## src/rtl/tsw_pkg.sv

```systemverilog
package tsw_pkg;

  localparam int COORD_W     = 24;
  localparam int CHAN_W      = 16;
  localparam int TEX_IDX_W   = 8;
  localparam int SIZE_W      = 9;
  localparam int REG_IDX_W   = 2;
  localparam int QUEUE_DEPTH = 8;

  localparam logic OP_WRITE  = 1'b0;
  localparam logic OP_SAMPLE = 1'b1;

  localparam logic [1:0] BORDER_CLAMP  = 2'd0;
  localparam logic [1:0] BORDER_MIRROR = 2'd1;
  localparam logic [1:0] BORDER_REPEAT = 2'd2;

  localparam logic FILTER_NEAREST  = 1'b0;
  localparam logic FILTER_BILINEAR = 1'b1;

  localparam logic [REG_IDX_W-1:0] REG_BORDER = 2'd0;
  localparam logic [REG_IDX_W-1:0] REG_FILTER = 2'd1;
  localparam logic [REG_IDX_W-1:0] REG_WIDTH  = 2'd2;
  localparam logic [REG_IDX_W-1:0] REG_HEIGHT = 2'd3;

  localparam logic [SIZE_W-1:0] SIZE_RESET = 9'd256;

endpackage

```

## src/rtl/tsw_queue.sv

```systemverilog
module tsw_queue #(
  parameter int WIDTH = 8,
  parameter int DEPTH = 8
) (
  input  logic                       clk,
  input  logic                       rst,
  input  logic                       push,
  input  logic [WIDTH-1:0]           din,
  input  logic                       pop,
  output logic [WIDTH-1:0]           dout,
  output logic                       empty,
  output logic [$clog2(DEPTH+1)-1:0] fill
);
  import tsw_pkg::*;

  localparam int AW = $clog2(DEPTH);

  logic [WIDTH-1:0] slots [DEPTH];
  logic [AW-1:0]    wr_ptr;
  logic [AW-1:0]    rd_ptr;

  always_ff @(posedge clk) begin
    if (push) slots[wr_ptr] <= din;
  end

  always_ff @(posedge clk) begin
    if (rst) begin
      wr_ptr <= '0;
      rd_ptr <= '0;
      fill   <= '0;
    end else begin
      if (push) wr_ptr <= wr_ptr + 1'b1;
      if (pop) rd_ptr <= rd_ptr + 1'b1;
      case ({push, pop})
        2'b10:   fill <= fill + 1'b1;
        2'b01:   fill <= fill - 1'b1;
        default: fill <= fill;
      endcase
    end
  end

  assign dout  = slots[rd_ptr];
  assign empty = (fill == '0);

  a_no_overflow: assert property (@(posedge clk) disable iff (rst)
    push |-> (int'(fill) < DEPTH) || pop)
    else $error("queue overflow");

  a_no_underflow: assert property (@(posedge clk) disable iff (rst)
    pop |-> fill != '0)
    else $error("queue underflow");

  a_fill_tracks_ptrs: assert property (@(posedge clk) disable iff (rst)
    (fill != '0 && int'(fill) < DEPTH) |-> wr_ptr != rd_ptr)
    else $error("queue pointers disagree with fill");

endmodule

```

## config.mk

```make
export PLATFORM = sky130hd
export DESIGN_NAME = tsw_queue
export DESIGN_NICKNAME = d
export VERILOG_FILES = /design/src/rtl/tsw_pkg.sv /design/src/rtl/tsw_queue.sv
export SDC_FILE = /design/constraint.sdc
export NUM_CORES = 1
export LEC_CHECK = 0
export BUFFER_PORTS_ARGS = -buffer_cell sky130_fd_sc_hd__buf_4
export CAP_MARGIN = 20
export CORE_MARGIN = 8
export CORE_UTILIZATION = 58
export DETAILED_ROUTE_END_ITERATION = 8
export PLACE_DENSITY = 0.77
export SLEW_MARGIN = 0
export SYNTH_ARGS = -nofsm -noshare
export SYNTH_HDL_FRONTEND = slang
export SYNTH_SLANG_ARGS = --single-unit
```

## constraint.sdc

```tcl
create_clock -name clk -period 2.5 [get_ports clk]
set_input_delay 0.5 -clock clk [delete_from_list [all_inputs] [get_ports clk]]
set_output_delay 0.5 -clock clk [all_outputs]
set_load 0.01 [all_outputs]
```

# [Word-level counts from Yosys, hierarchy flattened]
# Memory sizes are Yosys's and may differ from the RTL's. A register that Yosys moved wholly into a read port is not among the register bits.
# Cells that the tools add are included.
[word_totals] ff_bits=10 mem_bits_rw=64 inputBits=12 out_inout_bits=13 word_cells=17 n_memories=1
[classes] add_sub_neg=4 n_eq_ne=2 mux=5 reduce_logical=2
[mem_list] memory="slots" words=8 width=8 read_ports=1 rd_ports_with_merged_regs=1 wr=1 line_no="tsw_queue.sv:18" rtl="logic [WIDTH-1:0] slots [DEPTH];"
[ops] cell="4-bit one-hot mux with 2 select lines" count=1
[ops] cell="3-bit by 1-bit adder with 3-bit output (second input constant)" count=2
[ops] cell="3-bit two-way mux" count=2
[ops] cell="4-bit by 1-bit adder with 4-bit output (second input constant)" count=1
[ops] cell="4-bit logical NOT" count=1
[ops] cell="4-bit by 1-bit subtractor with 4-bit output (second input constant)" count=1
[ops] cell="2-bit by 1-bit == test with 1-bit output (second input constant)" count=1
[ops] cell="2-bit == test (second input constant)" count=1
[ops] cell="1-bit two-way mux" count=2
[ops] cell="2-bit nonzero test" count=1

# [Longest topological paths before layout]
# Gate-level depths: netlist of the first run.
[logic_depth] ltp_word=3 ltp_mapped=8 ltp_nobuf=8

# [Worst setup path before layout of the first run]
# No wires, ideal clock.
[synth_path] path_type="input to register" startpoint="in push" endpoint="reg fill[3]" t_arrival_ps=1768 required_time_ps=2379 path_slack_ps=611 path_stages=7 path_cell_list="inv_1 > ha_1 > clkbuf_1 > nor4b_1 > o21ai_0 > o31ai_1 > mux2_2"
[synth_between] elab_chain_cells=2
[synth_rtl] item="start: declaration" line_no="tsw_queue.sv:7" rtl="input logic push,"
[synth_rtl] item="2-bit by 1-bit == test with 1-bit output / 2-bit == test (equally long branches)" line_no="tsw_queue.sv:34" rtl="case ({push, pop})"
[synth_rtl] item="4-bit one-hot mux with 2 select lines / 2-bit nonzero test (equally long branches)"
[synth_rtl] item="end signal: assignment" line_no="tsw_queue.sv:35" rtl="2'b10: fill <= fill + 1'b1;"
[synth_rtl] item="end signal: assignment" line_no="tsw_queue.sv:36" rtl="2'b01: fill <= fill - 1'b1;"
[synth_rtl] item="end signal: assignment" line_no="tsw_queue.sv:37" rtl="default: fill <= fill;"
[synth_rtl] item="end: declaration" line_no="tsw_queue.sv:12" rtl="output logic [$clog2(DEPTH+1)-1:0] fill"
# Parallel ways exist; a longest one is shown, timed or not.
# A chain may end at the register's enable or synchronous reset.

==> flow_summary.yaml, run 1 <==
status:
  outcome: "complete, no violations"
power:
  cellPowerDensity_nw_per_um2: 713.0
  max-vdd-ir-drop_mv: 0.3582
  p_leak_nw: 1.269
cts:
  clk_pin_slew_ns: 0.07
  cts_setup_buffers: 0
  root_buffer: "clkbuf_8"
  cts_tree: "yes"
  clk-insertion-delay-late_ns: 0.33
  cts_buffers: 9
  clk_path_buf_depth: 2
  cts-resized-gates: 0
  h-tree-depth: 3
  clock_sinks: 77
  ctsHoldBuffers: 0
timing:
  post-route-period-util_pct: 95.89
  max_slew_margin_pct: 69.41
  holdWs_ns: 0.3994
  slew_violations: 0
  hold_viol_final: 0
  fmax_mhz: 417.1
  rsz0062_at_grt: "false"
  setup_tns_ns: 0
  finalClockSkew_ns: 0.007643
  fin_crit_ns: 2.397
  tightest_slew_ns: 0.4582
  fin_ws_ns: 0.1027
  setup_viol_count_final: 0
worst_setup_path:
  crit_arrival_ns: 1.90
  cp_max_fo: 16
  crit_required_ns: 2.00
  critPathLaunchType: "flip-flop"
  path_class: "flip-flop to output port"
  cp-end-kind: "output port"
synthesis:
  synth_area_um2: 3089
  ys_top_cells_by_area: "edfxtp_1, mux4_1, dfxtp_1, mux2_2, ha_1"
  syn_inst: 163
  ys_warn_count: 0
  ys_ff_latch: 77
  synth.largest_area_cell: "edfxtp_1"
  synth_fp_nets: 180
  synthDistinctLibCells: 27
  yosysTopAreaCellShare_pct: 62.21
  syn_avg_cell_area_um2: 18.95
  synth-seq-area-share_pct: 70.64
final_layout:
  final_util_pct: 69.18
  mostFrequentLayoutCell: "edfxtp_1"
  fin_nets: 218
  synthToLayoutAreaGrowth_pct: 15.11
  diodes: 0
  drive_gt1_share_pct: 27.18
  final_cell_mix: "edfxtp_1, buf_4, mux4_1, nor2_1, dfxtp_1"
  stdcell_count: 276
route:
  drt.antenna.violating_nets: 0
  drc: 0
  postRouteWirelength_um: 5201
  drt-initial-drc-count: 68
  dr.pass1.iters: 4
  dr_total_vias: 1531
  via_per_inst: 5.547
  wl_per_cell_um: 18.84
floorplanning:
  rows: 26
  core_um2: 5140
  die_w_um: 88.98
  die_h_um: 88.98
  start_util_pct: 60.10
  dieArea_um2: 7917
  pin_count: 25
placement:
  routabilityCongestion: 0.7074
  dp_worst_setup_slack_ns: 0.3799
  io_buffers: 24
  dp_cells: 260
  hpwl_um: 3521
global_route:
  grtUsageTotal_pct: 14.89
  top_usage_layer: "met2"
  grt.overflow.total: 0
  grt_max_degree: 17
  grt_pass1_wl_um: 8224
  met3_usage_pct: 4.871
  grtUsageMet1_pct: 15.95
  grtUsageMet2_pct: 26.15
  antenna_found_initial: 0
  grt_pass1_vias: 1638
run:
  maxCapViolCount: 0
hold_path:
  hp-class: "primary input to flip-flop"
sequential cells by signal, indices dropped and copies added, names as in the netlist, named ones only:
register,flops
wr_ptr,3
rd_ptr,3
slots,64
fill,4
worst paths after layout:
path / from / end / slack (ns) / depth (start not counted)
setup reg to reg: fill[1]$_SDFFE_PP0P_ / fill[2]$_SDFFE_PP0P_ / 0.94 / 6
hold reg to reg: wr_ptr[0]$_SDFFE_PP0P_ / wr_ptr[0]$_SDFFE_PP0P_ / 0.52 / 2
hold / removal: din[7] / slots[4][7]$_DFFE_PP_ / 0.40 / 1
setup / recovery: flip-flop / dout[6] / 0.10 / 4
per-layer routing:
layer	vias to the layer above	part of all wire (%)
li1	724	-
met1	757	40
met2	45	55
met3	5	4.4
met4	0	0.79
met5	-	0
cell usage after synthesis:
cell / count
a21oi_1: 3
buf_1: 1
buf_12: 1
buf_2: 1
buf_6: 1
clkbuf_1: 3
dfxtp_1: 13
edfxtp_1: 64
ha_1: 5
inv_1: 1
mux2_2: 9
mux2i_1: 3
mux4_1: 15
mux4_2: 1
nand2_1: 6
nand2b_1: 3
nor2_1: 15
nor2b_1: 2
nor3_1: 2
nor4_1: 1
nor4b_1: 1
nor4bb_1: 1
o21ai_0: 3
o31ai_1: 1
or3_1: 1
xnor2_1: 1
xor2_1: 5
layout make-up:
| type | count | area (um2) |
|---|---|---|
| Fill cell | 349 | 1584 |
| Timing Repair Buffer | 34 | 259.0 |
| Clock buffer | 15 | 166.4 |
| Tap cell | 70 | 87.58 |
| Multi-Input combinational cell | 78 | 852.1 |
| Sequential cell | 77 | 2182 |
| Clock inverter | 1 | 5.005 |
| Inverter | 1 | 3.754 |
power by group:
| part | switching, W | internal, W |
|---|---|---|
| clock network | 0.000383 | 0.000415 |
| registers | 0.0000280 | 0.00143 |
| logic | 0.000128 | 0.000152 |
cells by family (layout without fill, tap and decap cells):
logic type	Yosys count	after routing	synth area share, %
buffers and inverters	8	51	1.782
AND/OR/NAND/NOR	32	32	4.901
AO/OA/AOI/OAI	7	7	1.215
flip-flops	77	77	70.64
XOR/XNOR	6	6	1.701
multiplexers	28	28	17.74
adder cells (fa/ha/maj)	5	5	2.025
per-stage QoR:
step | instance area, um2 | power (W)
final | 3556 | 0.002535
after CTS | 3552 | 0.002555
after global routing | 3556 | 0.002640
after floorplan | 3089 | 0.001653
after global placement | 3381 | 0.001749
after detailed placement | 3381 | 0.001766
worst max-delay path, stage by stage (launching register included):
cell     delay [ns]
dfxtp_1        0.33
buf_6          0.20
mux4_1         0.59
mux2_2         0.30
buf_4          0.15
Note: power is estimated with default switching activity, not from simulation.
==> run 2, diff against run 1 <==
--- a/config.mk
+++ b/config.mk
@@ -5,12 +5,13 @@
 export SDC_FILE = /design/constraint.sdc
 export NUM_CORES = 1
 export LEC_CHECK = 0
+export ABC_AREA = 1
 export BUFFER_PORTS_ARGS = -buffer_cell sky130_fd_sc_hd__buf_4
 export CAP_MARGIN = 20
 export CORE_MARGIN = 8
-export CORE_UTILIZATION = 58
+export CORE_UTILIZATION = 59
 export DETAILED_ROUTE_END_ITERATION = 8
-export PLACE_DENSITY = 0.77
+export PLACE_DENSITY = 0.78
 export SLEW_MARGIN = 0
 export SYNTH_ARGS = -nofsm -noshare
 export SYNTH_HDL_FRONTEND = slang
==> flow_summary.yaml, run 2 <==
status:
  outcome: "complete, no violations"
route:
  drt.antenna.violating_nets: 0
  drt-initial-drc-count: 139
  dr.pass1.iters: 4
  wl_per_cell_um: 15.57
  via_per_inst: 5.289
  dr_total_vias: 1994
  drc: 0
  postRouteWirelength_um: 5871
worst_setup_path:
  crit_arrival_ns: 1.72
  regToRegStartpoint: "wr_ptr[1]$_SDFFE_PP0P_"
  cp_max_fo: 13
  path_class: "flip-flop to output port"
  rrSetupSlack_ns: 0.94
  reg2reg_depth: 4
  crit_required_ns: 2.00
  cp-end-kind: "output port"
  r2r-end: "slots[5][3]$_DFFE_PP_"
  critPathLaunchType: "flip-flop"
floorplanning:
  rows: 26
  pin_count: 25
  core_um2: 5140
  dieArea_um2: 7929
  start_util_pct: 61.25
  die_h_um: 89.05
  die_w_um: 89.05
synthesis:
  ys_warn_count: 0
  synth_area_um2: 3148
  ys_ff_latch: 77
  syn_avg_cell_area_um2: 11.88
  synth.largest_area_cell: "edfxtp_1"
  synth-edff-count: 64
  syn_inst: 265
  synth-seq-area-share_pct: 69.32
  ys_top_cells_by_area: "edfxtp_1, dfxtp_1, nor2_1, nand2_1, o21ai_0"
  synth_fp_nets: 282
  synthDistinctLibCells: 25
  synth_ff_type: "edfxtp_1"
  synth_common_cells: "edfxtp_1, nor2_1, nand2_1, o21ai_0, o21ai_1"
  yosysTopAreaCellShare_pct: 61.05
  synth.most_common_cell: "edfxtp_1"
  async_reset_ff_share_pct: 0
final_layout:
  fin_area_um2: 3620
  synthToLayoutAreaGrowth_pct: 14.98
  n_fill_cell: 398
  top_register: "slots"
  diodes: 0
  largest_reg_flops: 64
  final_cell_mix: "edfxtp_1, nor2_1, nand2_1"
  largestRegisters: "slots (64), fill (4)"
  mostFrequentLayoutCell: "edfxtp_1"
  drive_gt1_share_pct: 16.61
  fin_nets: 319
timing:
  tightest_slew_ns: 0.6466
  slew_violations: 0
  fin_crit_ns: 2.223
  setup_viol_count_final: 0
  hold_viol_final: 0
  finalClockSkew_ns: 0.008809
  fmax_mhz: 449.8
  setup_tns_ns: 0
  fin_ws_ns: 0.2768
  post-route-period-util_pct: 88.93
  max_slew_margin_pct: 56.74
  rsz0062_at_grt: "false"
power:
  max-vdd-ir-drop_mv: 0.4715
  p_leak_nw: 1.376
  cellPowerDensity_nw_per_um2: 760.6
cts:
  clock_sinks: 77
  clk_path_buf_depth: 2
  h-tree-depth: 3
  clk-insertion-delay-late_ns: 0.34
  cts-resized-gates: 0
  root_buffer: "clkbuf_8"
  cts_tree: "yes"
  cts_buffers: 9
  cts_setup_buffers: 0
  ctsHoldBuffers: 0
  clk_pin_slew_ns: 0.08
global_route:
  antenna_found_initial: 0
  grt_max_degree: 33
  grtUsageTotal_pct: 16.28
  grt_pass1_wl_um: 9501
  grt_pass1_vias: 2041
  grt.overflow.total: 0
placement:
  hpwl_um: 3875
  io_buffers: 24
  dp_worst_setup_slack_ns: 0.5968
  dpl-instance-area_um2: 3415
  routabilityCongestion: 0.7841
hold_path:
  hp-class: "primary input to flip-flop"
  min_to: "slots[6][6]$_DFFE_PP_"
  min_delay_path_depth: 1
  hold_path.startpoint: "din[6]"
run:
  maxCapViolCount: 0
[run 2: where the power goes]
| part | leakage [nW] | switching, W | internal, W |
|---|---|---|---|
| Clock | 0.105 | 0.000416 | 0.000552 |
| Combinational | 0.582 | 0.000187 | 0.000140 |
| Sequential | 0.689 | 0.0000273 | 0.00143 |
| Total | 1.38 | 0.000631 | 0.00212 |
[run 2: worst max-delay path by stage]
stage               startpoint  cells after the start                   end
floorplan                 push                     10  fill[2]$_SDFFE_PP0P_
global placement          push                     11  fill[2]$_SDFFE_PP0P_
detailed placement        push                     11  fill[2]$_SDFFE_PP0P_
CTS                  flip-flop                      6               dout[1]
global route         flip-flop                      8               dout[1]
finish               flip-flop                      6               dout[1]
[run 2: cells by family (layout without fill, tap and decap cells)]
family | Yosys count | after routing | share of synthesized area [%]
flip-flops | 77 | 77 | 69.32
AND/OR/NAND/NOR | 98 | 98 | 12.16
adder cells (fa/ha/maj) | 5 | 5 | 1.987
XOR/XNOR | 4 | 4 | 1.113
buffers and inverters | 23 | 65 | 4.451
AO/OA/AOI/OAI | 50 | 50 | 8.426
multiplexers | 8 | 8 | 2.544
[run 2: per-layer routing]
metal  wire length [um]  share of wire (%)  GRT usage (%)  vias to the layer above
li1                   -                  -              -                     1002
met3                266                4.5          3.217                       11
met1               2532                 43          19.83                      936
met5                  0                  0              0                        -
met4                126                2.1          8.610                        0
met2               2946                 50          26.75                       45
[run 2: through the flow]
| step | hold slack [ns] | util (%) | total power, W | cells |
|---|---|---|---|---|
| after detailed placement | 0.4943 | 66.43 | 0.001817 | 361 |
| after floorplan | 0.4705 | - | 0.001694 | 265 |
| after CTS | 0.3785 | 70.42 | 0.002775 | 377 |
| after global placement | 0.4869 | 66.43 | 0.001804 | 361 |
| final | 0.3887 | 70.42 | 0.002753 | 377 |
| after global routing | 0.3848 | 70.42 | 0.002866 | 377 |
[run 2: area by class of cell]
| class | count | area, um2 | area share [%] |
|---|---|---|---|
| Sequential cell | 77 | 2182 | 60.28 |
| Multi-Input combinational cell | 165 | 825.8 | 22.81 |
| Timing Repair Buffer | 36 | 270.3 | 7.466 |
| Clock buffer | 10 | 127.6 | 3.526 |
| Tap cell | 70 | 87.58 | 2.420 |
| Clock inverter | 6 | 77.57 | 2.143 |
| Inverter | 13 | 48.80 | 1.348 |
[run 2: critical path, cell delays in order, from the launching register on]
cell and delay, ns:
dfxtp_1 0.52, buf_4 0.27, mux2i_1 0.23, o22ai_1 0.09
nand2_1 0.08, nand2_1 0.05, buf_4 0.14
==> run 3, diff against run 2 <==
--- a/config.mk
+++ b/config.mk
@@ -5,13 +5,14 @@
 export SDC_FILE = /design/constraint.sdc
 export NUM_CORES = 1
 export LEC_CHECK = 0
-export ABC_AREA = 1
 export BUFFER_PORTS_ARGS = -buffer_cell sky130_fd_sc_hd__buf_4
 export CAP_MARGIN = 20
+export CELL_PAD_IN_SITES_DETAIL_PLACEMENT = 1
+export CELL_PAD_IN_SITES_GLOBAL_PLACEMENT = 1
 export CORE_MARGIN = 8
-export CORE_UTILIZATION = 59
+export CORE_UTILIZATION = 51
 export DETAILED_ROUTE_END_ITERATION = 8
-export PLACE_DENSITY = 0.78
+export PLACE_DENSITY = 0.77
 export SLEW_MARGIN = 0
 export SYNTH_ARGS = -nofsm -noshare
 export SYNTH_HDL_FRONTEND = slang
==> flow_summary.yaml, run 3 (synthesized netlist as in run 1, its figures left out) <==
status:
  outcome: "complete, no violations"
final_layout:
  largestRegisters: "slots (64), fill (4)"
  fin_area_um2: 3572
  drive_gt1_share_pct: 28.64
  n_fill_cell: 533
  synthToLayoutAreaGrowth_pct: 15.63
  fin_nets: 218
  final_cell_mix: "edfxtp_1, buf_4, mux4_1, nor2_1, dfxtp_1"
  diodes: 0
  largest_reg_flops: 64
  mostFrequentLayoutCell: "edfxtp_1"
  top_register: "slots"
floorplanning:
  die_h_um: 93.83
  start_util_pct: 52.49
  pin_count: 25
  dieArea_um2: 8804
  core_um2: 5886
  die_w_um: 93.83
  rows: 28
timing:
  slew_violations: 0
  post-route-period-util_pct: 96.67
  fin_crit_ns: 2.417
  rsz0062_at_grt: "false"
  fmax_mhz: 413.8
  hold_viol_final: 0
  setup_tns_ns: 0
  setup_viol_count_final: 0
  max_slew_margin_pct: 65.08
  tightest_slew_ns: 0.5219
  finalClockSkew_ns: 0.006630
run:
  maxCapViolCount: 0
placement:
  io_buffers: 24
  dpl-instance-area_um2: 3387
  routabilityCongestion: 0.7275
  hpwl_um: 4326
worst_setup_path:
  crit_arrival_ns: 1.92
  cp_max_fo: 16
  crit_required_ns: 2.00
  slowest_stage: "mux4_1"
  critPathLaunchType: "flip-flop"
  rrSetupSlack_ns: 0.87
  slowest_delay_ns: 0.58
  regToRegStartpoint: "fill[2]$_SDFFE_PP0P_"
  path_cells: "buf_8 -> mux4_1 -> mux2_2 -> buf_4"
  path_class: "flip-flop to output port"
  cp-end-kind: "output port"
power:
  max-vdd-ir-drop_mv: 0.4424
  cellPowerDensity_nw_per_um2: 722.9
  p_leak_nw: 1.274
route:
  postRouteWirelength_um: 6233
  dr_total_vias: 1578
  via_per_inst: 5.616
  wl_per_cell_um: 22.18
  drt.antenna.violating_nets: 0
  dr.pass1.iters: 4
  drt-initial-drc-count: 88
  drc: 0
cts:
  root_buffer: "clkbuf_8"
  clk_path_buf_depth: 2
  clk_pin_slew_ns: 0.08
  cts_buffers: 9
  clk-insertion-delay-late_ns: 0.34
  clock_sinks: 77
  cts_tree: "yes"
  h-tree-depth: 3
hold_path:
  hold_path.startpoint: "din[1]"
  hp-class: "primary input to flip-flop"
global_route:
  grt_max_degree: 17
  grt.overflow.total: 0
  grt_pass1_vias: 1681
  antenna_found_initial: 0
  grt_pass1_wl_um: 9528
  grtUsageTotal_pct: 15.00
run 3: critical path, delay by kind of cell, from the launching register on:
| kind | cells | cell delay, ns |
|---|---|---|
| flip-flops | 1 | 0.34 |
| buffers and inverters | 2 | 0.35 |
| multiplexers | 2 | 0.88 |
run 3: final cells by class:
| type | instances | area [um2] | share of cell area [%] |
|---|---|---|---|
| Tap cell | 75 | 93.84 | 2.627 |
| Timing Repair Buffer | 34 | 262.8 | 7.356 |
| Clock inverter | 4 | 22.52 | 0.6305 |
| Clock buffer | 12 | 155.1 | 4.343 |
| Multi-Input combinational cell | 78 | 852.1 | 23.85 |
| Inverter | 1 | 3.754 | 0.1051 |
| Sequential cell | 77 | 2182 | 61.09 |
run 3: routing by layer:
metal | global-route usage (%) | vias to the layer above | routed length [um]
met5 | 0 | - | 0
met4 | 6.473 | 0 | 87
met3 | 4.317 | 7 | 239
met2 | 24.91 | 31 | 3188
met1 | 17.74 | 813 | 2718
li1 | - | 727 | -
run 3: power by group:
group | switching [W] | internal [W]
Clock | 0.000423 | 0.000410
Sequential | 0.0000291 | 0.00143
Combinational | 0.000138 | 0.000155
Total | 0.000590 | 0.00199
run 3: through the flow:
stage	utilization, %	power, W	instances	setup WS [ns]	hold WS [ns]
6_report	60.69	0.002582	281	0.08319	0.3903
5_1_grt	60.69	0.002666	281	0.009671	0.3791
4_1_cts	60.57	0.002596	281	0.01048	0.3791
3_5_place_dp	57.55	0.001779	265	0.2119	0.5039
3_3_place_gp	57.55	0.001756	265	0.4325	0.4791
2_1_floorplan	-	0.001653	163	0.6109	0.4618
run 3: path summary, 6_finish.rpt:
path	to	cells after the start
max	dout[4]	4
min	slots[7][1]$_DFFE_PP_	1
max reg2reg	fill[3]$_SDFFE_PP0P_	4
min reg2reg	wr_ptr[0]$_SDFFE_PP0P_	2
run 3: what timing repair did:
action | CTS | global route
setup endpoints to repair | 0 | 8
hold buffers | 0 | 0
resized for setup | 0 | 2
setup buffers | 0 | 0
